File: config.mk
export PLATFORM = sky130hd
export DESIGN_NAME = pcbd_front_flat
export DESIGN_NICKNAME = d
export VERILOG_FILES = /design/src/design/pcbd_pkg.sv /design/src/design/pcbd_if.sv /design/src/design/pcbd_front.sv /design/src/flat_wrapper.sv
export SDC_FILE = /design/constraint.sdc
export NUM_CORES = 1
export LEC_CHECK = 0
export BUFFER_PORTS_ARGS = -buffer_cell sky130_fd_sc_hd__buf_4
export CAP_MARGIN = 10
export CORE_ASPECT_RATIO = 1.5
export CORE_MARGIN = 2
export CORE_UTILIZATION = 52
export DETAILED_ROUTE_END_ITERATION = 6
export PLACE_DENSITY = 0.87
export SYNTH_ARGS = -nofsm -noshare
export SYNTH_HDL_FRONTEND = slang
export SYNTH_SLANG_ARGS = --single-unit
File: constraint.sdc
create_clock -name clk -period 6.19 [get_ports clk]
set_clock_uncertainty 0.2 [all_clocks]
set_input_delay 0.619 -clock clk [delete_from_list [all_inputs] [get_ports clk]]
set_output_delay 0.619 -clock clk [all_outputs]
set_load 0.1 [all_outputs]
File: src/design/pcbd_pkg.sv
// package: constants, tables, types and helpers shared by the block dither design
`default_nettype none

package pcbd_pkg;

  localparam int LINE_WIDTH     = 320;
  localparam int BLOCK_PIXELS   = 8;
  localparam int PALETTE_COLORS = 16;

  localparam int COL_W   = $clog2(LINE_WIDTH);
  localparam int K_W     = $clog2(BLOCK_PIXELS);
  localparam int CNT_W   = $clog2(BLOCK_PIXELS + 1);
  localparam int PAL_W   = 4;
  localparam int PCNT_W  = $clog2(PALETTE_COLORS + 1);
  localparam int HALF_N  = (BLOCK_PIXELS + 1) / 2;
  localparam int QUEUE_DEPTH = 2;

  localparam int Q_W     = 12;
  localparam int PRE_W   = 14;
  localparam int ERR_W   = 14;
  localparam int AMP_W   = 12;
  localparam int GAIN_W  = 8;
  localparam int BIAS_Y_W = 18;
  localparam int CURVE_W = 19;
  localparam int DIST_W  = 34;
  localparam int COST_W  = DIST_W + $clog2(BLOCK_PIXELS);
  localparam int ERR_ROW_W = 3 * ERR_W;

  localparam logic [Q_W-1:0]  FULL_Q   = 12'd4095;
  localparam logic [Q_W-1:0]  LOW_Q    = 12'd3324;
  localparam logic [11:0]     W_RB     = 12'd2702;
  localparam logic [12:0]     W_G      = 13'd4794;
  localparam logic [12:0]     RECIP63  = 13'd4161;
  localparam logic [7:0]      LVL_FULL = 8'd255;
  localparam logic [7:0]      LVL_LOW  = 8'd207;

  // configuration port
  localparam int CFG_IDX_W  = 1;
  localparam int CFG_DATA_W = 12;
  localparam logic [CFG_IDX_W-1:0] CFG_BAYER_AMP  = 1'b0;
  localparam logic [CFG_IDX_W-1:0] CFG_DIFF_GAIN  = 1'b1;
  localparam logic [AMP_W-1:0]     AMP_RESET      = 12'd385;
  localparam logic [GAIN_W-1:0]    GAIN_RESET     = 8'd154;

  typedef logic [PRE_W-1:0]           pre_t;
  typedef pre_t [2:0]                 pre_rgb_t;
  typedef logic [DIST_W-1:0]          dist_t;
  typedef dist_t [BLOCK_PIXELS-1:0]   dist_row_t;

  typedef struct packed {
    pre_rgb_t [BLOCK_PIXELS-1:0] pre;
    logic [CNT_W-1:0]            count;
    logic [COL_W-1:0]            base;
    logic                        first;
  } blk_t;

  typedef enum logic [3:0] {
    BK_IDLE,
    BK_LOAD,
    BK_DIST,
    BK_ROW,
    BK_ROWCAP,
    BK_PAIRS,
    BK_DRAIN,
    BK_PICK0,
    BK_PICK1,
    BK_PICK2,
    BK_EMIT
  } bk_state_t;

  typedef logic [Q_W-1:0]     q_tab_t [256];
  typedef logic [CURVE_W-1:0] curve_tab_t [65];

  // 8 bit level to q0.12, rounded
  function automatic q_tab_t build_q_tab();
    q_tab_t t;
    for (int x = 0; x < 256; x++) begin
      t[x] = Q_W'((x * 4095 + 127) / 255);
    end
    return t;
  endfunction

  // i * floor(fifth root of 2^36 * i^4)
  function automatic curve_tab_t build_curve_tab();
    curve_tab_t t;
    logic [63:0] n;
    logic [63:0] lo;
    logic [63:0] hi;
    logic [63:0] mid;
    logic [63:0] p;
    for (int i = 0; i <= 64; i++) begin
      n  = (64'(i) * 64'(i) * 64'(i) * 64'(i)) << 36;
      lo = 64'd0;
      hi = 64'd4096;
      for (int s = 0; s < 20; s++) begin
        if (lo < hi) begin
          mid = (lo + hi + 64'd1) >> 1;
          p   = mid * mid * mid * mid * mid;
          if (p <= n) lo = mid;
          else hi = mid - 64'd1;
        end
      end
      t[i] = CURVE_W'(64'(i) * lo);
    end
    return t;
  endfunction

  localparam q_tab_t     Q8_TO_Q12 = build_q_tab();
  localparam curve_tab_t CURVE_LUT = build_curve_tab();

  function automatic logic [Q_W-1:0] pal_q(input logic [PAL_W-1:0] c, input int ch);
    if (!c[ch]) return '0;
    return c[3] ? FULL_Q : LOW_Q;
  endfunction

  function automatic logic [7:0] pal_level(input logic [PAL_W-1:0] c, input int ch);
    if (!c[ch]) return '0;
    return c[3] ? LVL_FULL : LVL_LOW;
  endfunction

endpackage

`default_nettype wire

File: src/design/pcbd_if.sv
// pixel and result channel interfaces
`default_nettype none

interface pcbd_in_if;
  logic       valid;
  logic       ready;
  logic [7:0] red_in;
  logic [7:0] green_in;
  logic [7:0] blue_in;
  logic       frame_start;
  modport source (output valid, red_in, green_in, blue_in, frame_start, input ready);
  modport sink   (input valid, red_in, green_in, blue_in, frame_start, output ready);
endinterface


`default_nettype wire

File: src/design/pcbd_front.sv
// front end: pixel position, bayer bias, block gathering
`default_nettype none

module pcbd_front (
  input  logic                        clk,
  input  logic                        rst_n,
  pcbd_in_if.sink                     in_if,
  input  logic [pcbd_pkg::AMP_W-1:0]  amp,
  output logic                        push_valid,
  input  logic                        push_ready,
  output pcbd_pkg::blk_t              push_data
);
  import pcbd_pkg::*;

  logic [COL_W-1:0] col_r, col_nxt;
  logic [K_W-1:0]   k_r, k_nxt;
  logic [2:0]       row_r, row_nxt;
  logic             first_r, first_nxt;
  logic             s1_v_r, s1_v_nxt;

  logic [Q_W-1:0]      s1_q_r [3];
  logic [BIAS_Y_W-1:0] s1_y_r;
  logic                s1_neg_r;
  logic [K_W-1:0]      s1_k_r;
  logic                s1_close_r;
  logic [COL_W-1:0]    s1_base_r;
  logic                s1_first_r;
  pre_rgb_t            buf_r [BLOCK_PIXELS];

  logic             accept;
  logic [COL_W-1:0] col;
  logic [K_W-1:0]   k;
  logic [2:0]       row;
  logic             first;
  logic [5:0]       rank;
  logic [5:0]       m;
  logic             close;
  logic [30:0]      prod;
  logic [Q_W-1:0]   mag;
  pre_rgb_t         pre_now;

  assign in_if.ready = !s1_v_r;
  assign accept      = in_if.valid && in_if.ready;

  always_comb begin
    col   = in_if.frame_start ? '0 : col_r;
    k     = in_if.frame_start ? '0 : k_r;
    row   = in_if.frame_start ? '0 : row_r;
    first = in_if.frame_start ? 1'b1 : first_r;
    rank  = {row[2], col[2], row[1], col[1], row[0], col[0]};
    m     = rank[5] ? {rank[4:0], 1'b1} : {~rank[4:0], 1'b1};
    close = (k == K_W'(BLOCK_PIXELS - 1)) || (col == COL_W'(LINE_WIDTH - 1));

    col_nxt   = col_r;
    k_nxt     = k_r;
    row_nxt   = row_r;
    first_nxt = first_r;
    if (accept) begin
      k_nxt = close ? '0 : k + K_W'(1);
      if (col == COL_W'(LINE_WIDTH - 1)) begin
        col_nxt   = '0;
        row_nxt   = row + 3'd1;
        first_nxt = 1'b0;
      end else begin
        col_nxt   = col + COL_W'(1);
        row_nxt   = row;
        first_nxt = first;
      end
    end
  end

  // bias magnitude = y * 4161 >> 18, close to floor(y / 63), y already carries the +32
  always_comb begin
    prod = 31'(s1_y_r) * 31'(RECIP63);
    mag  = prod[29:18];
    for (int ch = 0; ch < 3; ch++) begin
      pre_now[ch] = s1_neg_r ? PRE_W'({2'b00, s1_q_r[ch]}) - PRE_W'({2'b00, mag})
                             : PRE_W'({2'b00, s1_q_r[ch]}) + PRE_W'({2'b00, mag});
    end
  end

  assign push_valid = s1_v_r && s1_close_r;

  always_comb begin
    for (int p = 0; p < BLOCK_PIXELS; p++) begin
      push_data.pre[p] = (K_W'(p) == s1_k_r) ? pre_now : buf_r[p];
    end
    push_data.count = CNT_W'(s1_k_r) + CNT_W'(1);
    push_data.base  = s1_base_r;
    push_data.first = s1_first_r;
  end

  always_comb begin
    s1_v_nxt = s1_v_r;
    if (s1_v_r && (!s1_close_r || push_ready)) s1_v_nxt = 1'b0;
    if (accept) s1_v_nxt = 1'b1;
  end

  always_ff @(posedge clk) begin
    if (!rst_n) begin
      col_r   <= '0;
      k_r     <= '0;
      row_r   <= '0;
      first_r <= 1'b1;
      s1_v_r  <= 1'b0;
    end else begin
      col_r   <= col_nxt;
      k_r     <= k_nxt;
      row_r   <= row_nxt;
      first_r <= first_nxt;
      s1_v_r  <= s1_v_nxt;
    end
  end

  always_ff @(posedge clk) begin
    if (accept) begin
      s1_q_r[0]  <= Q8_TO_Q12[in_if.red_in];
      s1_q_r[1]  <= Q8_TO_Q12[in_if.green_in];
      s1_q_r[2]  <= Q8_TO_Q12[in_if.blue_in];
      s1_y_r     <= BIAS_Y_W'(amp) * BIAS_Y_W'(m) + BIAS_Y_W'(32);
      s1_neg_r   <= !rank[5];
      s1_k_r     <= k;
      s1_close_r <= close;
      s1_base_r  <= col - COL_W'(k);
      s1_first_r <= first;
    end
    if (s1_v_r) begin
      buf_r[s1_k_r] <= pre_now;
    end
  end

endmodule

`default_nettype wire

File: src/flat_wrapper.sv
// flat-port wrapper written by rule: the top's interface ports become plain ports
module pcbd_front_flat import pcbd_pkg::*;
  (clk, rst_n, amp, push_valid, push_ready, push_data, in_if_valid, in_if_red_in, in_if_green_in, in_if_blue_in, in_if_frame_start, in_if_ready);
  pcbd_in_if in_if_i ();
  input  logic clk;
  input  logic rst_n;
  input  logic [pcbd_pkg::AMP_W-1:0] amp;
  output logic push_valid;
  input  logic push_ready;
  output pcbd_pkg::blk_t push_data;
  input wire logic [$bits(in_if_i.valid)-1:0] in_if_valid;
  input wire logic [$bits(in_if_i.red_in)-1:0] in_if_red_in;
  input wire logic [$bits(in_if_i.green_in)-1:0] in_if_green_in;
  input wire logic [$bits(in_if_i.blue_in)-1:0] in_if_blue_in;
  input wire logic [$bits(in_if_i.frame_start)-1:0] in_if_frame_start;
  output wire logic [$bits(in_if_i.ready)-1:0] in_if_ready;
  assign in_if_i.valid = in_if_valid;
  assign in_if_i.red_in = in_if_red_in;
  assign in_if_i.green_in = in_if_green_in;
  assign in_if_i.blue_in = in_if_blue_in;
  assign in_if_i.frame_start = in_if_frame_start;
  assign in_if_ready = in_if_i.ready;
  pcbd_front u_core (.clk(clk), .rst_n(rst_n), .in_if(in_if_i), .amp(amp), .push_valid(push_valid), .push_ready(push_ready), .push_data(push_data));
endmodule
==> results of run 1 <==
==> cells in the mapped netlist (20+ instances only) <==
master / instances
sky130_fd_sc_hd__edfxtp_1: 402
sky130_fd_sc_hd__nand2_1: 312
sky130_fd_sc_hd__o21ai_0: 283
sky130_fd_sc_hd__ha_1: 185
sky130_fd_sc_hd__nor2_1: 173
sky130_fd_sc_hd__inv_1: 160
sky130_fd_sc_hd__a21oi_1: 146
sky130_fd_sc_hd__clkbuf_1: 120
sky130_fd_sc_hd__nor2b_1: 64
sky130_fd_sc_hd__nand3_1: 55
sky130_fd_sc_hd__fa_1: 53
sky130_fd_sc_hd__xnor2_1: 41
sky130_fd_sc_hd__a31oi_1: 38
sky130_fd_sc_hd__and2_1: 35
sky130_fd_sc_hd__nand2b_1: 24
sky130_fd_sc_hd__nand4_1: 22
sky130_fd_sc_hd__nor3_1: 20
==> metal layers <==
layer  global-route usage [%]  GRT overflow
met1                     76.3             0
met2                     89.6            17
met3                     72.6             9
met4                     79.4            14
met5                     46.7             0
==> timing repair <==
item / in CTS
buffers inserted: 23
hold buffers: 0
pin swaps: 55
cloned: 7
gates resized for setup: 430
endpoints found under the setup margin: 272
==> per-stage QoR <==
stage / worst slack [ps] / hold WS (ps) / TNS, ps
after floorplan: -714 / 236 / -16870
after global placement: -452 / 245 / -45890
after detailed placement: -520 / 264 / -55830
after CTS: -796 / 45.7 / -140780
==> logic make-up after synthesis <==
group                    count (synthesis)  share of synthesized area [%]
multiplexers                            18                          0.910
AO/OA/AOI/OAI                          661                           16.1
XOR/XNOR                                58                           2.01
buffers and inverters                  291                           4.40
adder cells (fa/ha/maj)                239                           13.4
AND/OR/NAND/NOR                        769                           14.1
flip-flops                             419                           49.1
==> summary.md, run 1 <==
## Status
* [ERROR GRT-0232] Routing congestion too high. Check the congestion heatmap in the GUI. — Run Error
* stopped before the end — run status
* global routing — last stage reached

## STA
* output port — pin category terminating the worst setup path after the last repair
* push_data[81] — worst endpoint left by the global-route repair_timing run

## Clock network
* 419 — clock net sink count
* 3 — maximum clock path buffer count
* 38 — number of clock buffers inserted by TritonCTS
* 2 — number of H-tree branching levels
* sky130_fd_sc_hd__clkbuf_16 — Clock Root Buffer

## Yosys
* 76 — number of unique standard cell types used by synthesis
* sky130_fd_sc_hd__edfxtp_1, sky130_fd_sc_hd__ha_1, sky130_fd_sc_hd__o21ai_0, sky130_fd_sc_hd__nand2_1, sky130_fd_sc_hd__fa_1 — cells taking the most area after synthesis
* 402 — number of enable-type register cells in the synthesized netlist
* 10.3 um2 — average instance area after synthesis
* 47.7% — fraction of post-synthesis cell area in the top cell type by area
* 25300 um2 — post-synthesis cell area
* sky130_fd_sc_hd__edfxtp_1 — cell type with the highest aggregate area in the netlist
* sky130_fd_sc_hd__edfxtp_1 — dominant register cell in the synthesized netlist
* 0% — share of synthesized registers carrying an async set or reset
* 0 — number of warnings printed during yosys synthesis
* 419 — number of register bits inferred by synthesis
* 2455 — Synth Instances
* 49.1% — proportion of synthesized chip area in sequential cells
* 2734 — syn_nets

## Global routing
* 71 — pin count of the biggest net entering global routing
* 8 — initial antenna violation count
* 78.9% — global-route usage over all layers
* 40 — final global-route overflow total

## Floorplanning
* 274 um — vertical die dimension
* 99 — num rows
* 184 um — horizontal die dimension
* 393 — num ports
* 52.3% — starting density of the core

## Placement
* 392 — Port Buffer Count
* 3596 — placed instance count
* 0.907 — final estimated routing congestion in global placement
* 63400 um — DPL Wire Length
* 33300 um2 — area of placed instances

==> run 2, diff against run 1 <==
- CORE_ASPECT_RATIO: 1.5 -> default
- CORE_UTILIZATION: 52 -> 40
- PLACE_DENSITY: 0.87 -> default
- PLACE_DENSITY_LB_ADDON: default -> 0.15
- clock period: 6.19 -> 8 ns (I/O delays scaled with it)
==> run 2 against run 1 <==
Against the previous run:
- the run now ends clean
- synthesized cell count is the same
- area after synthesis is the same
==> summary.md, run 2 <==
## Placement
* 60700 um — DPL Wire Length
* 392 — Port Buffer Count
* 3619 — placed instance count
* 29300 um2 — area of placed instances
* 0.883 — final estimated routing congestion in global placement

## STA
* 0 — final setup vio count
* 1100 ps — slew at the pin with the worst max-slew slack
* 25.8% — slew margin rel.
* 234 ps — worst-case hold slack
* 7730 ps — final critical-path required period
* 0 — final hold vios
* 0 — count of pins over their slew limit
* 129 MHz — maximum frequency from static timing analysis
* yes — RSZ-0062 raised after global routing
* 96.7% — fraction of the cycle the final worst path needs

## Cells and area
* 3711 — final std cells w/o fill
* 23.4% — growth of design area from synthesis to finish
* 31200 um2 — final instance area
* u_core.buf_r: 336 flops, u_core.s1_q_r: 33 flops, u_core.s1_y_r: 18 flops — largest registers in the final layout
* 12100 um2 — area of the multi-input gates
* sky130_fd_sc_hd__buf_4, sky130_fd_sc_hd__edfxtp_1, sky130_fd_sc_hd__nand2_1 — most used cells in the layout excluding fill and tap cells
* 336 — Largest register FFs
* 5761 — # fillers
* 49.7% — post-layout util
* sky130_fd_sc_hd__buf_4 — most frequent standard cell in the layout excluding fill and tap cells
* u_core.buf_r — register with the most flip-flops
* 12400 um2 — Sequential cell area
* 0 — total inserted antenna cells
* 3107 — number of nets in the layout
* 22.5% — share of final-layout standard cells stronger than drive strength 1

## Clock network
* 3 — maximum clock path buffer count
* 590 ps — Clock Latency Late Sink
* 45 — number of clock buffers inserted by TritonCTS
* 0 — number of buffers inserted by hold repair at cts
* 419 — clock net sink count
* 60 ps — clock slew seen by the registers of the worst setup and hold paths
* done — clock tree from TritonCTS
* 2 — number of H-tree branching levels
* sky130_fd_sc_hd__clkbuf_16 — Clock Root Buffer

## Setup path
* push_data[291] — CP Capture Point
* u_core.buf_r[0][39]$_DFFE_PP_ — reg-to-reg endpoint
* u_core.s1_y_r[11]$_DFFE_PP_ — first element of the critical path
* flop — CP Launch Type
* 1550 ps — FF-to-FF setup slack
* 11 — CP Max Fanout
* output port — element type at the critical path end
* 6730 ps — worst path arrival time
* reg2out — Crit Path Class
* 7000 ps — Req. time, crit path
* 22 — depth of the worst register-to-register path
* u_core.s1_y_r[11]$_DFFE_PP_ — critical register-to-register path startpoint

## Route
* 20700 — via count
* 0 — DRC viols
* 1862 — count of routing violations after the opening detailed-route iteration
* 5 — count of TritonRoute iterations in the first routing pass
* 5.57 — Vias/cell
* 0 — Antenna Violating Nets Remaining
* 83800 um — total wire length
* 22.6 um — wire per inst

## Yosys
* 49.1% — proportion of synthesized chip area in sequential cells
* sky130_fd_sc_hd__edfxtp_1, sky130_fd_sc_hd__ha_1, sky130_fd_sc_hd__o21ai_0, sky130_fd_sc_hd__nand2_1, sky130_fd_sc_hd__fa_1 — cells taking the most area after synthesis
* sky130_fd_sc_hd__edfxtp_1 — cell type with the highest aggregate area in the netlist
* 402 — number of enable-type register cells in the synthesized netlist
* 25300 um2 — post-synthesis cell area
* 2734 — syn_nets
* 419 — number of register bits inferred by synthesis
* 2455 — Synth Instances
* sky130_fd_sc_hd__edfxtp_1 — dominant register cell in the synthesized netlist
* 47.7% — fraction of post-synthesis cell area in the top cell type by area
* 0% — share of synthesized registers carrying an async set or reset
* 10.3 um2 — average instance area after synthesis
* 0 — number of warnings printed during yosys synthesis
* sky130_fd_sc_hd__edfxtp_1 — most numerous cell in the Yosys netlist
* 76 — number of unique standard cell types used by synthesis
* sky130_fd_sc_hd__edfxtp_1, sky130_fd_sc_hd__nand2_1, sky130_fd_sc_hd__o21ai_0, sky130_fd_sc_hd__ha_1, sky130_fd_sc_hd__nor2_1 — top cells by instance count after synthesis

## Floorplanning
* 40.3% — starting density of the core
* 393 — num ports
* 65200 um2 — total die area
* 62700 um2 — core box area
* 255 um — vertical die dimension
* 255 um — horizontal die dimension
* 92 — num rows

## Global routing
* 2 — initial antenna violation count
* 0 — final global-route overflow total
* 125000 um — first-pass GRT wire length
* 76 — pin count of the biggest net entering global routing
* 25.0% — global-route usage over all layers
* 20100 — number of global-route vias before repair

## Min path
* in2reg — worst hold path type

## Flow run
* 0 — max-cap violation count

## Status
* finished clean — run status

==> run 2: cell counts after synthesis <==
No cell type changed its count.
==> run 2: worst min path at each step <==
| stage | startpoint | endpoint | slack (ps) | cells past startpoint |
|---|---|---|---|---|
| final | in_if_blue_in[0] | u_core.s1_q_r[0][28]$_DFFE_PP_ | 230 | 1 |
| after global routing | in_if_blue_in[0] | u_core.s1_q_r[0][28]$_DFFE_PP_ | 210 | 1 |
| after CTS | in_if_blue_in[0] | u_core.s1_q_r[0][28]$_DFFE_PP_ | 200 | 1 |
| after detailed placement | u_core.k_r[0]$_SDFFE_PN0P_ | u_core.k_r[0]$_SDFFE_PN0P_ | 260 | 2 |
| after global placement | u_core.k_r[0]$_SDFFE_PN0P_ | u_core.k_r[0]$_SDFFE_PN0P_ | 250 | 2 |
| after floorplan | u_core.k_r[0]$_SDFFE_PN0P_ | u_core.k_r[0]$_SDFFE_PN0P_ | 240 | 2 |
==> run 2: routing by layer <==
layer | routed length, um | global-route usage, % | vias to the layer above | part of all wire (%)
met1 | 35500 | 33.7 | 10100 | 42
li1 | - | - | 9617 | -
met5 | 22 | 0 | - | 0.026
met4 | 2360 | 7.91 | 4 | 2.8
met2 | 40100 | 41.5 | 801 | 48
met3 | 5890 | 3.92 | 116 | 7.0
==> run 2: cell type report <==
cell class	instances	share of cell area, %
inverter	160	1.92
tap	846	3.39
clock inverter	26	0.814
clock buffer	58	4.00
multi-input combinational	1745	38.9
sequential	419	39.8
timing repair buffer	457	11.2
==> run 2: through the flow <==
step	setup TNS [ps]	worst slack, ps
detailed placement	0	215
global placement	0	411
finish	0	267
CTS	0	4.15
floorplan	-2320	-1160
global route	-311	-36.5
==> run 2: repair_timing <==
item / CTS / global route
endpoints found under the setup margin: 116 / 184
endpoints found under the hold margin: 0 / 0
setup buffers: 3 / 5
gates resized for setup: 21 / 62
cloned: 0 / 0
pin swaps: 2 / 5
==> run 2: logic make-up (layout without fill, tap and decap cells) <==
group / Yosys count / count (layout) / synth area share, %
xor gates and xnor gates: 58 / 58 / 2.01
muxes: 18 / 18 / 0.910
buffers and inverters: 291 / 701 / 4.40
adders and majority gates: 239 / 239 / 13.4
and+or+nand+nor: 769 / 769 / 14.1
AOI/OAI and AO/OA: 661 / 661 / 16.1
DFF: 419 / 419 / 49.1
==> run 2: critical path, cell delays in order (launching register included) <==
cell	delay (ps)
sky130_fd_sc_hd__edfxtp_1	410
sky130_fd_sc_hd__ha_1	320
sky130_fd_sc_hd__inv_1	60
sky130_fd_sc_hd__fa_1	500
sky130_fd_sc_hd__inv_1	40
sky130_fd_sc_hd__ha_1	280
sky130_fd_sc_hd__ha_1	320
sky130_fd_sc_hd__a21oi_2	170
sky130_fd_sc_hd__nand2b_1	70
sky130_fd_sc_hd__o21a_2	250
sky130_fd_sc_hd__o31a_1	280
sky130_fd_sc_hd__o21ai_1	210
sky130_fd_sc_hd__a21oi_1	140
sky130_fd_sc_hd__o31a_1	350
sky130_fd_sc_hd__nor2_2	160
sky130_fd_sc_hd__buf_4	150
sky130_fd_sc_hd__ha_1	340
sky130_fd_sc_hd__or4_4	590
sky130_fd_sc_hd__a211oi_4	290
sky130_fd_sc_hd__nor3_4	100
sky130_fd_sc_hd__o31ai_4	340
sky130_fd_sc_hd__buf_6	190
sky130_fd_sc_hd__nand4_1	90
sky130_fd_sc_hd__nand3_1	160
sky130_fd_sc_hd__buf_4	310
Power of run 2 is not shown: default switching activity piles up to over one toggle a cycle in this logic, so the estimate is an artifact.
