===== config.mk =====
export PLATFORM = sky130hd
export DESIGN_NAME = pcbd_queue
export DESIGN_NICKNAME = d
export VERILOG_FILES = /design/src/design/pcbd_pkg.sv /design/src/design/pcbd_queue.sv
export SDC_FILE = /design/constraint.sdc
export NUM_CORES = 1
export LEC_CHECK = 0
export ABC_AREA = 0
export BUFFER_PORTS_ARGS = -buffer_cell sky130_fd_sc_hd__buf_2
export CORE_AREA = 2 2 275 277
export CTS_BUF_LIST = sky130_fd_sc_hd__clkbuf_2 sky130_fd_sc_hd__clkbuf_4 sky130_fd_sc_hd__clkbuf_8
export CTS_CLUSTER_SIZE = 14
export DETAILED_ROUTE_END_ITERATION = 10
export DIE_AREA = 0 0 277 279
export MAX_ROUTING_LAYER = met4
export PLACE_DENSITY_LB_ADDON = 0.15
export SLEW_MARGIN = 10
export SYNTH_ARGS = -nofsm -noshare
export SYNTH_HDL_FRONTEND = slang
export SYNTH_SLANG_ARGS = --single-unit
export TNS_END_PERCENT = 100

===== constraint.sdc =====
create_clock -name clk -period 15 [get_ports clk]
set_input_delay 3 -clock clk [delete_from_list [all_inputs] [get_ports clk]]
set_output_delay 3 -clock clk [all_outputs]
set_load 0.02 [all_outputs]

===== src/design/pcbd_pkg.sv =====
// package: constants, tables, types and helpers shared by the block dither design
`default_nettype none

package pcbd_pkg;

  localparam int LINE_WIDTH     = 320;
  localparam int BLOCK_PIXELS   = 8;
  localparam int PALETTE_COLORS = 16;

  localparam int COL_W   = $clog2(LINE_WIDTH);
  localparam int K_W     = $clog2(BLOCK_PIXELS);
  localparam int CNT_W   = $clog2(BLOCK_PIXELS + 1);
  localparam int PAL_W   = 4;
  localparam int PCNT_W  = $clog2(PALETTE_COLORS + 1);
  localparam int HALF_N  = (BLOCK_PIXELS + 1) / 2;
  localparam int QUEUE_DEPTH = 2;

  localparam int Q_W     = 12;
  localparam int PRE_W   = 14;
  localparam int ERR_W   = 14;
  localparam int AMP_W   = 12;
  localparam int GAIN_W  = 8;
  localparam int BIAS_Y_W = 18;
  localparam int CURVE_W = 19;
  localparam int DIST_W  = 34;
  localparam int COST_W  = DIST_W + $clog2(BLOCK_PIXELS);
  localparam int ERR_ROW_W = 3 * ERR_W;

  localparam logic [Q_W-1:0]  FULL_Q   = 12'd4095;
  localparam logic [Q_W-1:0]  LOW_Q    = 12'd3324;
  localparam logic [11:0]     W_RB     = 12'd2702;
  localparam logic [12:0]     W_G      = 13'd4794;
  localparam logic [12:0]     RECIP63  = 13'd4161;
  localparam logic [7:0]      LVL_FULL = 8'd255;
  localparam logic [7:0]      LVL_LOW  = 8'd207;

  // configuration port
  localparam int CFG_IDX_W  = 1;
  localparam int CFG_DATA_W = 12;
  localparam logic [CFG_IDX_W-1:0] CFG_BAYER_AMP  = 1'b0;
  localparam logic [CFG_IDX_W-1:0] CFG_DIFF_GAIN  = 1'b1;
  localparam logic [AMP_W-1:0]     AMP_RESET      = 12'd385;
  localparam logic [GAIN_W-1:0]    GAIN_RESET     = 8'd154;

  typedef logic [PRE_W-1:0]           pre_t;
  typedef pre_t [2:0]                 pre_rgb_t;
  typedef logic [DIST_W-1:0]          dist_t;
  typedef dist_t [BLOCK_PIXELS-1:0]   dist_row_t;

  typedef struct packed {
    pre_rgb_t [BLOCK_PIXELS-1:0] pre;
    logic [CNT_W-1:0]            count;
    logic [COL_W-1:0]            base;
    logic                        first;
  } blk_t;

  typedef enum logic [3:0] {
    BK_IDLE,
    BK_LOAD,
    BK_DIST,
    BK_ROW,
    BK_ROWCAP,
    BK_PAIRS,
    BK_DRAIN,
    BK_PICK0,
    BK_PICK1,
    BK_PICK2,
    BK_EMIT
  } bk_state_t;

  typedef logic [Q_W-1:0]     q_tab_t [256];
  typedef logic [CURVE_W-1:0] curve_tab_t [65];

  // 8 bit level to q0.12, rounded
  function automatic q_tab_t build_q_tab();
    q_tab_t t;
    for (int x = 0; x < 256; x++) begin
      t[x] = Q_W'((x * 4095 + 127) / 255);
    end
    return t;
  endfunction

  // i * floor(fifth root of 2^36 * i^4)
  function automatic curve_tab_t build_curve_tab();
    curve_tab_t t;
    logic [63:0] n;
    logic [63:0] lo;
    logic [63:0] hi;
    logic [63:0] mid;
    logic [63:0] p;
    for (int i = 0; i <= 64; i++) begin
      n  = (64'(i) * 64'(i) * 64'(i) * 64'(i)) << 36;
      lo = 64'd0;
      hi = 64'd4096;
      for (int s = 0; s < 20; s++) begin
        if (lo < hi) begin
          mid = (lo + hi + 64'd1) >> 1;
          p   = mid * mid * mid * mid * mid;
          if (p <= n) lo = mid;
          else hi = mid - 64'd1;
        end
      end
      t[i] = CURVE_W'(64'(i) * lo);
    end
    return t;
  endfunction

  localparam q_tab_t     Q8_TO_Q12 = build_q_tab();
  localparam curve_tab_t CURVE_LUT = build_curve_tab();

  function automatic logic [Q_W-1:0] pal_q(input logic [PAL_W-1:0] c, input int ch);
    if (!c[ch]) return '0;
    return c[3] ? FULL_Q : LOW_Q;
  endfunction

  function automatic logic [7:0] pal_level(input logic [PAL_W-1:0] c, input int ch);
    if (!c[ch]) return '0;
    return c[3] ? LVL_FULL : LVL_LOW;
  endfunction

endpackage

`default_nettype wire


===== src/design/pcbd_queue.sv =====
// two entry block queue between front and back
`default_nettype none

module pcbd_queue (
  input  logic           clk,
  input  logic           rst_n,
  input  logic           push_valid,
  output logic           push_ready,
  input  pcbd_pkg::blk_t push_data,
  output logic           pop_valid,
  input  logic           pop,
  output pcbd_pkg::blk_t head
);
  import pcbd_pkg::*;

  localparam int PTR_W = $clog2(QUEUE_DEPTH);
  localparam int FILL_W = $clog2(QUEUE_DEPTH + 1);

  blk_t              ent_r [QUEUE_DEPTH];
  logic [PTR_W-1:0]  wp_r, rp_r;
  logic [FILL_W-1:0] fill_r;
  logic              do_push, do_pop;

  assign push_ready = fill_r != FILL_W'(QUEUE_DEPTH);
  assign pop_valid  = fill_r != '0;
  assign head       = ent_r[rp_r];
  assign do_push    = push_valid && push_ready;
  assign do_pop     = pop && pop_valid;

  always_ff @(posedge clk) begin
    if (!rst_n) begin
      wp_r   <= '0;
      rp_r   <= '0;
      fill_r <= '0;
    end else begin
      if (do_push) wp_r <= (wp_r == PTR_W'(QUEUE_DEPTH - 1)) ? '0 : wp_r + PTR_W'(1);
      if (do_pop)  rp_r <= (rp_r == PTR_W'(QUEUE_DEPTH - 1)) ? '0 : rp_r + PTR_W'(1);
      fill_r <= fill_r + FILL_W'(do_push) - FILL_W'(do_pop);
    end
  end

  always_ff @(posedge clk) begin
    if (do_push) ent_r[wp_r] <= push_data;
  end

endmodule

`default_nettype wire


After elaboration in Yosys (flattened, before gate mapping)
Memory sizes are Yosys's and may differ from the RTL's. A register that Yosys moved wholly into a read port is not among the register bits.
Index checks and enable logic that the tools add are counted.

operators by class
  equality and inequality tests = 1
  $add $sub $neg = 4
  reductions and logical operators = 3
  mux-type cells = 6

operator list
  kind                                  number
  2-to-1 mux 1 bit                      6
  adder 1 bit, second input constant    2
  adder 2 x 1 -> 2 bit                  1
  logical AND 1 bit                     2
  != test 2 bit, second input constant  1
  nonzero test 2 bit                    1
  subtractor 2 x 1 -> 2 bit             1

storage, ports and cells
  bits in writable memories = 700
  memories = 1
  flip-flop bits (word level) = 4
  output and inout bits = 352
  bits of input ports = 354
  word-level logic and storage cells = 18

memory list
  name   words  width  rd ports  clocked after memory_dff  wr ports  line              RTL
  ent_r  2      350    1         1                         1         pcbd_queue.sv:19  blk_t ent_r [QUEUE_DEPTH];

Logic depth before layout (Yosys ltp)
Gate-level depths: netlist (run 1).

  word-level depth = 4
  gate-level depth with buffers = 6
  depth with buffers taken out = 6

Worst setup path before layout (run 1)
No wires, ideal clock.

  path kind = input-to-reg
  from = input push_valid
  to = memory ent_r[1][0] (netlist bit) (enable)
  cell stages on the path = 1
  slack = 3,240 ps
  path buffers = 0
  setup time = 760 ps
  required time = 14,240 ps
  arrival time = 10,999 ps
  path through = and3_1

on the way
  cells in the longest elaborated chain, start to end = 3

RTL lines
  element                                 line              RTL
  start: declaration                      pcbd_queue.sv:7   input logic push_valid,
  logical AND 1 bit                       pcbd_queue.sv:27  assign do_push = push_valid && push_ready;
  2-to-1 mux 1 bit                        pcbd_queue.sv:43  if (do_push) ent_r[wp_r] <= push_data;
  2-to-1 mux 1 bit (not written as such)  pcbd_queue.sv:43
  end: declaration                        pcbd_queue.sv:19

Every way passes these cells.

==> metrics.cfg, run 1 <==
[global_routing]
grtUsageMet1=0.161
grt_max_degree=131
grt_pass1_wl_um=90700
track_usage=0.163
grt_pass1_vias=14470
top_usage_layer=met2
use_met3=0.0597
met2_usage=0.288
grt_antenna_before_repair=29
overflow=0

[final_layout]
areaGrowthSynthToFinish_pct=24.7
drive_above_1_share=0.625
final_nets=2270
multi_input_area_um2=5230
final_util=0.452
finalInstanceArea_um2=33500
register_area_um2=21100
n_fill_cell=6604

[detailed_routing]
drt-pass1-iter-count=4
wl_per_cell_um=21.0
wl_um=63100
routed-via-count=13373
postRouteAntennaNets=0
drc=0
drtIter0Drc=831
via_per_inst=4.46

[clock_tree]
clkTransAtPathRegs_ns=0.06
ctsHtreeMaxLevel=3
cts_post_setup_buffers_inserted=0
cts_hold_buf=0
cts_buffer_depth=3
clock_sinks=705
cts_root_buf=clkbuf_8
cts-resized-gates=0
clk_latency_ns=0.70
cts_tree=done
numCtsBuffers=115

[floorplan]
start_util=0.362
io_pins=706
die_h_um=279
fp.dieArea_um2=77300
core_um2=74100
die_x_um=277
row_count=100

[timing]
finalSetupViolCount=0
skew_ns=0.0356
clock.fmax_mhz=136
drv_slew=0
fin_crit_ns=7.36
rsz0062_at_grt=false
slew_headroom=0.211
fin_setup_tns_ns=0
finalCritPeriodShare=0.490
finalHoldViolations=0
worst_pin_slew_ns=1.18

[synth]
synthMostInstantiatedCell=edfxtp_1
ys_top_cells_by_count=700 x edfxtp_1, 300 x mux2_4, 50 x mux2_2
synth-seq-cells=705
yosys_warnings=0
async_reset_ff_frac=0
ys_seq_area_frac=0.787
ys.flop_type=edfxtp_1
synth_top_area_frac=0.783
synth_edf_count=700
yosysUniqueCellTypes=25
synthCells=1118
syn_avg_cell_area_um2=24.0
synth_nets=1473
synth_area_um2=26800
synth.largest_area_cell=edfxtp_1
synth_area_leaders=edfxtp_1 78%, mux2_4 17%, mux2_2 2.1%

[place]
gp_congestion=0.817
io_buffer_count=705
placed_area_um2=31200
hpwl_um=44000

[pwr]
power.density_nw_per_um2=162
leakage_nw=13.0
ir_drop_v=0.0000809

[outcome]
status=finished, final reports clean

[worst_setup_path]
critical_path.most_common_cell=buf_4
crit_arrival_ns=4.36
path_cells=buf_4 > buf_4 > buf_4 > mux2_4 > buf_2
cp-end-kind=output port
crit_fanout=53
required_ns=12.00
critPathLaunchType=register
setup.worst_path.class=register to output port
crit_slowest_cell=buf_4
cpPeakStageDelay_ns=0.89
rrSetupSlack_ns=11.39

[hold_path]
hp-class=register to register

[run]
cap_violations=0

## layout by cell type (no fill, tap or decap), drive strengths merged, types with 2 or more instances in the layout
cell type	count
a21bo	2
and2	3
buf	719
clkbuf	162
clkinv	38
dfxtp	5
diode	26
edfxtp	700
inv	3
mux2	350
nand2b	2
nor2	2
o21ai	2
## path summary, 6_finish.rpt
path,startpoint,endpoint,depth (start not counted)
setup / recovery,register,head[67],5
hold / removal,rp_r,rp_r,2
setup reg to reg,fill_r[0],ent_r[0][116],5
hold reg to reg,rp_r,rp_r,2
## critical path, delay by kind of cell, from the launching register on
kind                   cells  cell delay (ns)
multiplexers               1             0.35
buffers and inverters      4             2.61
flip-flops                 1             0.56
## routing by layer
metal	up-vias	share of wire	wire (um)
met5	-	0	0
met3	136	0.084	5300
met4	0	0.034	2170
met1	6597	0.35	22000
met2	506	0.53	33500
li1	6134	-	-
## power by group
| group | total [mW] | internal [mW] | switching [mW] | leakage, nW |
|---|---|---|---|---|
| Clock | 1.58 | 0.853 | 0.724 | 1.17 |
| Sequential | 2.45 | 2.40 | 0.0528 | 6.59 |
| Combinational | 1.40 | 0.600 | 0.798 | 5.23 |
## area by class of cell
type                    instances  area share
diodes                         26     0.00194
clock buffers                 162      0.0584
clock inverters                41     0.00699
inverters                       1    0.000336
multi-input cells             373       0.156
flip-flops and latches        705       0.631
well taps                     969      0.0362
repair buffers                719       0.109
## cell families (layout without fill, tap and decap cells)
logic type | count (synthesis) | after routing | share of synthesized area
DFF | 705 | 705 | 0.787
muxes | 351 | 351 | 0.189
buffers and inverters | 40 | 923 | 0.0186
and+or+nand+nor | 13 | 13 | 0.00275
AOI/OAI and AO/OA | 7 | 7 | 0.00200
adders and majority gates | 1 | 1 | 0.000466
xor gates and xnor gates | 1 | 1 | 0.000326
other | 0 | 26 | 0
## registers in the layout, indices dropped and copies added (netlist names), named ones only
register,flops
ent_r,700
wp_r,1
fill_r,2
rp_r,1
## metrics by stage
step | worst slack, ns | hold slack (ns) | std cells | total power, mW
floorplan | 3.24 | 0.529 | 1118 | 3.58
global placement | 8.36 | 0.568 | 2767 | 3.91
detailed placement | 8.30 | 0.571 | 2767 | 3.92
CTS | 7.53 | 0.590 | 2970 | 5.52
global route | 7.42 | 0.627 | 2996 | 5.67
finish | 7.64 | 0.583 | 2996 | 5.43
Note: power is estimated with default switching activity, not from simulation.
==> run 2: changes to the inputs <==
clock period = 6.48 ns   (was 15 ns; I/O delays follow)
==> metrics.cfg, run 2 (synthesized netlist as in run 1, its figures left out) <==
[outcome]
status=finished, final reports clean

[detailed_routing]
wl_um=65400  ; +3.7%
postRouteAntennaNets=0  ; unchanged
drt-pass1-iter-count=4  ; unchanged
routed-via-count=13464  ; +0.68%
wl_per_cell_um=21.8  ; +3.6%
drtIter0Drc=788  ; -5.2%
via_per_inst=4.49  ; +0.58%
drc=0  ; unchanged

[timing]
finalSetupViolCount=0  ; unchanged
slew_headroom=0.270  ; +0.0585
skew_ns=0.0346  ; -0.00106 ns
finalCritPeriodShare=0.670
fin_crit_ns=4.34
layout_setup_ws_ns=2.14  ; -5.50 ns
clock.fmax_mhz=230
drv_slew=0  ; unchanged
rsz0062_at_grt=false
finalHoldViolations=0  ; unchanged
worst_pin_slew_ns=1.10  ; -0.0877 ns

[floorplan]
fp.dieArea_um2=77300  ; unchanged
die_x_um=277  ; unchanged
core_um2=74100  ; unchanged
row_count=100  ; unchanged
start_util=0.362  ; unchanged
die_h_um=279  ; unchanged
io_pins=706  ; unchanged

[final_layout]
largest_reg_flops=700  ; unchanged
n_fill_cell=6569  ; -0.53%
top_regs=ent_r: 700 flops, fill_r: 2 flops
mostFrequentLayoutCell=buf_2
final_nets=2269  ; -0.044%
final_util=0.453  ; +0.000963
drive_above_1_share=0.621  ; -0.00398
areaGrowthSynthToFinish_pct=25.0
regMostFlops=ent_r
mostFrequentLayoutCells=705 x buf_2, 700 x edfxtp_1, 300 x mux2_4

[worst_setup_path]
crit_arrival_ns=3.04  ; -1.32 ns
critPathLaunchType=register
crit_slowest_cell=dfxtp_4
setup.worst_path.class=register to output port
path_cells=buf_4 > mux2_2 > buf_2
cpPeakStageDelay_ns=0.88  ; about the same
required_ns=5.18  ; -6.82 ns
crit_fanout=58  ; +9.4%
cp-end-kind=output port

[clock_tree]
cts_tree=done
clk_latency_ns=0.70  ; about the same
clkTransAtPathRegs_ns=0.06  ; about the same
cts-resized-gates=0  ; unchanged
cts_root_buf=clkbuf_8
clock_sinks=705  ; unchanged
cts_buffer_depth=3  ; unchanged
numCtsBuffers=117  ; +1.7%
cts_post_setup_buffers_inserted=0  ; unchanged
ctsHtreeMaxLevel=3  ; unchanged
cts_hold_buf=0  ; unchanged

[global_routing]
grt_antenna_before_repair=21  ; -28%
grt_pass1_vias=14490  ; +0.14%
grt_max_degree=162  ; +24%
grt_pass1_wl_um=93100  ; +2.6%
track_usage=0.168  ; +0.00483
overflow=0  ; unchanged

[hold_path]
hp-class=register to register

[place]
gp_congestion=0.832  ; +1.8%
io_buffer_count=705  ; unchanged
hpwl_um=44700  ; +1.6%
dp_slack_ns=2.81  ; -5.49 ns

[pwr]
ir_drop_v=0.000194  ; +140%
power.density_nw_per_um2=377  ; +130%
leakage_nw=13.0  ; about the same

[run]
cap_violations=0  ; unchanged

[run 2: cell count changes in the layout (fill, tap and decap cells not counted), moves of 5 or more]
cell / delta
clkbuf_4: -7
buf_4: -9
buf_12: +6
diode_2: -5
clkinv_1: +11
clkinv_2: +5
[run 2: power by group]
part	internal, mW	switching [mW]	leakage, nW
sequential	5.56	0.152	6.59
combinational	1.39	1.84	5.23
clock	1.95	1.75	1.18
total	8.90	3.74	13.0
[run 2: routing by layer]
layer,part of all wire,GRT usage
met1,0.37,0.181
met2,0.53,0.292
met3,0.068,0.0565
met4,0.025,0.0548
met5,0,-
[run 2: final cells by class]
type | count | area [um2] | share of cell area
clock inverters | 60 | 335 | 0.00999
clock buffers | 154 | 1890 | 0.0563
multi-input cells | 373 | 5230 | 0.156
diodes | 21 | 52.6 | 0.00157
repair buffers | 716 | 3700 | 0.110
well taps | 969 | 1210 | 0.0361
inverters | 1 | 7.51 | 0.000224
flip-flops and latches | 705 | 21100 | 0.630
[run 2: worst max-delay path, delay by kind of cell, from the launching register on]
kind,cells,cell delay [ns]
buf+inv,2,0.94
flops,1,0.88
mux,1,0.43
[run 2: through the flow]
stage	std cells	hold WS, ns	TNS, ns	total power, mW	area, um2
2_1_floorplan	1118	0.552	-203.59	8.21	26800
4_1_cts	2978	0.593	0	12.9	33500
6_report	2999	0.589	0	12.6	33500
5_1_grt	2997	0.649	0	13.2	33500
3_5_place_dp	2764	0.574	0	9.09	31300
3_3_place_gp	2764	0.571	0	9.07	31300
[run 2: worst paths after layout]
kind                   endpoint  startpoint  cells after the start  slack (ns)
setup / recovery       head[26]    register                      3        2.14
hold / removal             rp_r        rp_r                      2        0.59
setup reg to reg  ent_r[0][117]   fill_r[0]                      4        3.90
hold reg to reg            rp_r        rp_r                      2        0.59
==> run 3: changes to the inputs <==
ABC_AREA = 1   (was 0)
clock period = 3.7 ns   (was 6.48 ns; I/O delays follow)
==> metrics.cfg, run 3 <==
[clock_tree]
clkTransAtPathRegs_ns=0.06  ; about the same
cts_tree=done
clock_sinks=705  ; unchanged
cts_buffer_depth=3  ; unchanged
cts_root_buf=clkbuf_8
cts_hold_buf=0  ; unchanged
cts_post_setup_buffers_inserted=0  ; unchanged
ctsHtreeMaxLevel=3  ; unchanged
clk_latency_ns=0.72  ; +0.02 ns
cts-resized-gates=0  ; unchanged
numCtsBuffers=117  ; unchanged

[floorplan]
die_x_um=277  ; unchanged
start_util=0.362  ; -0.000405
die_h_um=279  ; unchanged
io_pins=706  ; unchanged
core_um2=74100  ; unchanged
row_count=100  ; unchanged
fp.dieArea_um2=77300  ; unchanged

[outcome]
status=finished, final reports clean

[synth]
synth_nets=1480  ; +0.48%
ys_top_cells_by_count=700 x edfxtp_1, 300 x mux2_4, 50 x mux2_2
synth.largest_area_cell=edfxtp_1
synth_area_leaders=edfxtp_1 78%, mux2_4 17%, mux2_2 2.1%
syn_avg_cell_area_um2=23.8  ; -0.73%
synth-seq-cells=705  ; unchanged
yosys_warnings=0  ; unchanged
synthCells=1125  ; +0.63%
synth_top_area_frac=0.784  ; +0.000877
synthMostInstantiatedCell=edfxtp_1
synth_edf_count=700  ; unchanged
ys_seq_area_frac=0.788  ; +0.000881
yosysUniqueCellTypes=14  ; -44%
async_reset_ff_frac=0  ; unchanged
ys.flop_type=edfxtp_1
synth_area_um2=26800  ; -0.11%

[global_routing]
grt_pass1_wl_um=90700  ; -2.6%
met2_usage=0.282  ; -0.00979
overflow=0  ; unchanged
grt_antenna_before_repair=29  ; +38%
track_usage=0.164  ; -0.00467
grt_pass1_vias=14471  ; -0.13%
top_usage_layer=met2
grtUsageMet1=0.162  ; -0.0193
grt_max_degree=107  ; -34%
use_met3=0.0661  ; +0.00962

[final_layout]
regMostFlops=ent_r
mostFrequentLayoutCells=705 x buf_2, 700 x edfxtp_1, 300 x mux2_4
top_regs=ent_r: 700 flops, fill_r: 2 flops
finalInstanceArea_um2=33900  ; +1.1%
mostFrequentLayoutCell=buf_2
areaGrowthSynthToFinish_pct=26.5
largest_reg_flops=700  ; unchanged
drive_above_1_share=0.624  ; +0.00287
final_nets=2298  ; +1.3%

[detailed_routing]
wl_per_cell_um=20.9  ; -3.9%
via_per_inst=4.44  ; -1.1%
drtIter0Drc=687  ; -13%
drc=0  ; unchanged
drt-pass1-iter-count=6  ; +2
routed-via-count=13462  ; -0.015%
wl_um=63500  ; -2.9%
postRouteAntennaNets=0  ; unchanged

[timing]
whs_ns=0.207  ; -0.381 ns
worst_pin_slew_ns=0.732  ; -0.363 ns
fin_crit_ns=3.22
finalSetupViolCount=0  ; unchanged
finalHoldViolations=0  ; unchanged
rsz0062_at_grt=false
finalCritPeriodShare=0.871
clock.fmax_mhz=310
slew_headroom=0.512  ; +0.242
skew_ns=0.0459  ; +0.0113 ns
drv_slew=0  ; unchanged

[worst_setup_path]
cp-end-kind=output port
cpPeakStageDelay_ns=0.81  ; -0.07 ns
setup.worst_path.class=register to output port
crit_slowest_cell=dfxtp_4
rrSetupSlack_ns=1.58  ; -2.32 ns
crit_fanout=43  ; -26%
critPathLaunchType=register
path_cells=buf_12 > mux2_4 > buf_2
crit_arrival_ns=2.48  ; -0.56 ns
required_ns=2.96  ; -2.22 ns

[hold_path]
hp-class=input pin to register

[pwr]
power_mw=24.0  ; +90%
leakage_nw=13.2  ; +1.7%
power.density_nw_per_um2=708  ; +88%
ir_drop_v=0.000380  ; +96%

[place]
gp_congestion=0.791  ; -4.8%
placed_area_um2=31600  ; +0.90%
io_buffer_count=705  ; unchanged
hpwl_um=44900  ; +0.50%

[run]
cap_violations=0  ; unchanged

-- run 3: cell count changes after synthesis, moves of 2 or more --
cell / delta
a21bo_2: -2
nand2b_1: -2
and2_1: -3
nor2_1: +7
o21ai_0: -2
inv_1: +6
nand2_1: +10
-- run 3: metal layers --
layer	routed length, um	vias up
met5	0	-
met4	2130	0
met3	5700	120
met2	33400	513
met1	22300	6642
li1	-	6187
-- run 3: cell type report --
type | instances | area [um2]
Fill cell | 6494 | 40200
Sequential cell | 705 | 21100
Multi-Input combinational cell | 374 | 5200
Timing Repair Buffer | 738 | 3990
Clock buffer | 167 | 1990
Tap cell | 969 | 1210
Clock inverter | 44 | 302
Antenna cell | 29 | 72.6
Inverter | 7 | 26.3
-- run 3: worst paths after layout --
kind | from | endpoint | cells past startpoint
max reg2reg | fill_r[0] | ent_r[1][331] | 6
min reg2reg | rp_r | register | 2
max | register | head[201] | 3
min | push_data[249] | ent_r[0][249] | 1
-- run 3: power breakdown --
part           internal [mW]  switching (mW)
logic                   2.93            3.99
clock network           3.66            2.98
registers               10.1           0.315
total                   16.7            7.29
-- run 3: logic make-up (layout without fill, tap and decap cells) --
logic type | after synthesis | count (layout) | synth area share
AOI/OAI and AO/OA | 1 | 1 | 0.000186
buffers and inverters | 46 | 956 | 0.0194
other | 0 | 29 | 0
adders and majority gates | 1 | 1 | 0.000467
muxes | 350 | 350 | 0.189
DFF | 705 | 705 | 0.788
xor gates and xnor gates | 1 | 1 | 0.000327
and+or+nand+nor | 21 | 21 | 0.00299
-- run 3: critical path: cells and delay by family, from the launching register on --
family	cells	cell delay, ns
buffers and inverters	2	0.54
DFF	1	0.81
muxes	1	0.34
-- run 3: stage by stage --
step	setup slack, ns	setup TNS [ns]	instances	util
floorplan	-2.76	-1925.35	1125	-
global placement	1.16	0	2793	0.426
detailed placement	1.13	0	2793	0.426
CTS	0.343	0	3004	0.457
global route	0.334	0	3032	0.458
finish	0.479	0	3033	0.458
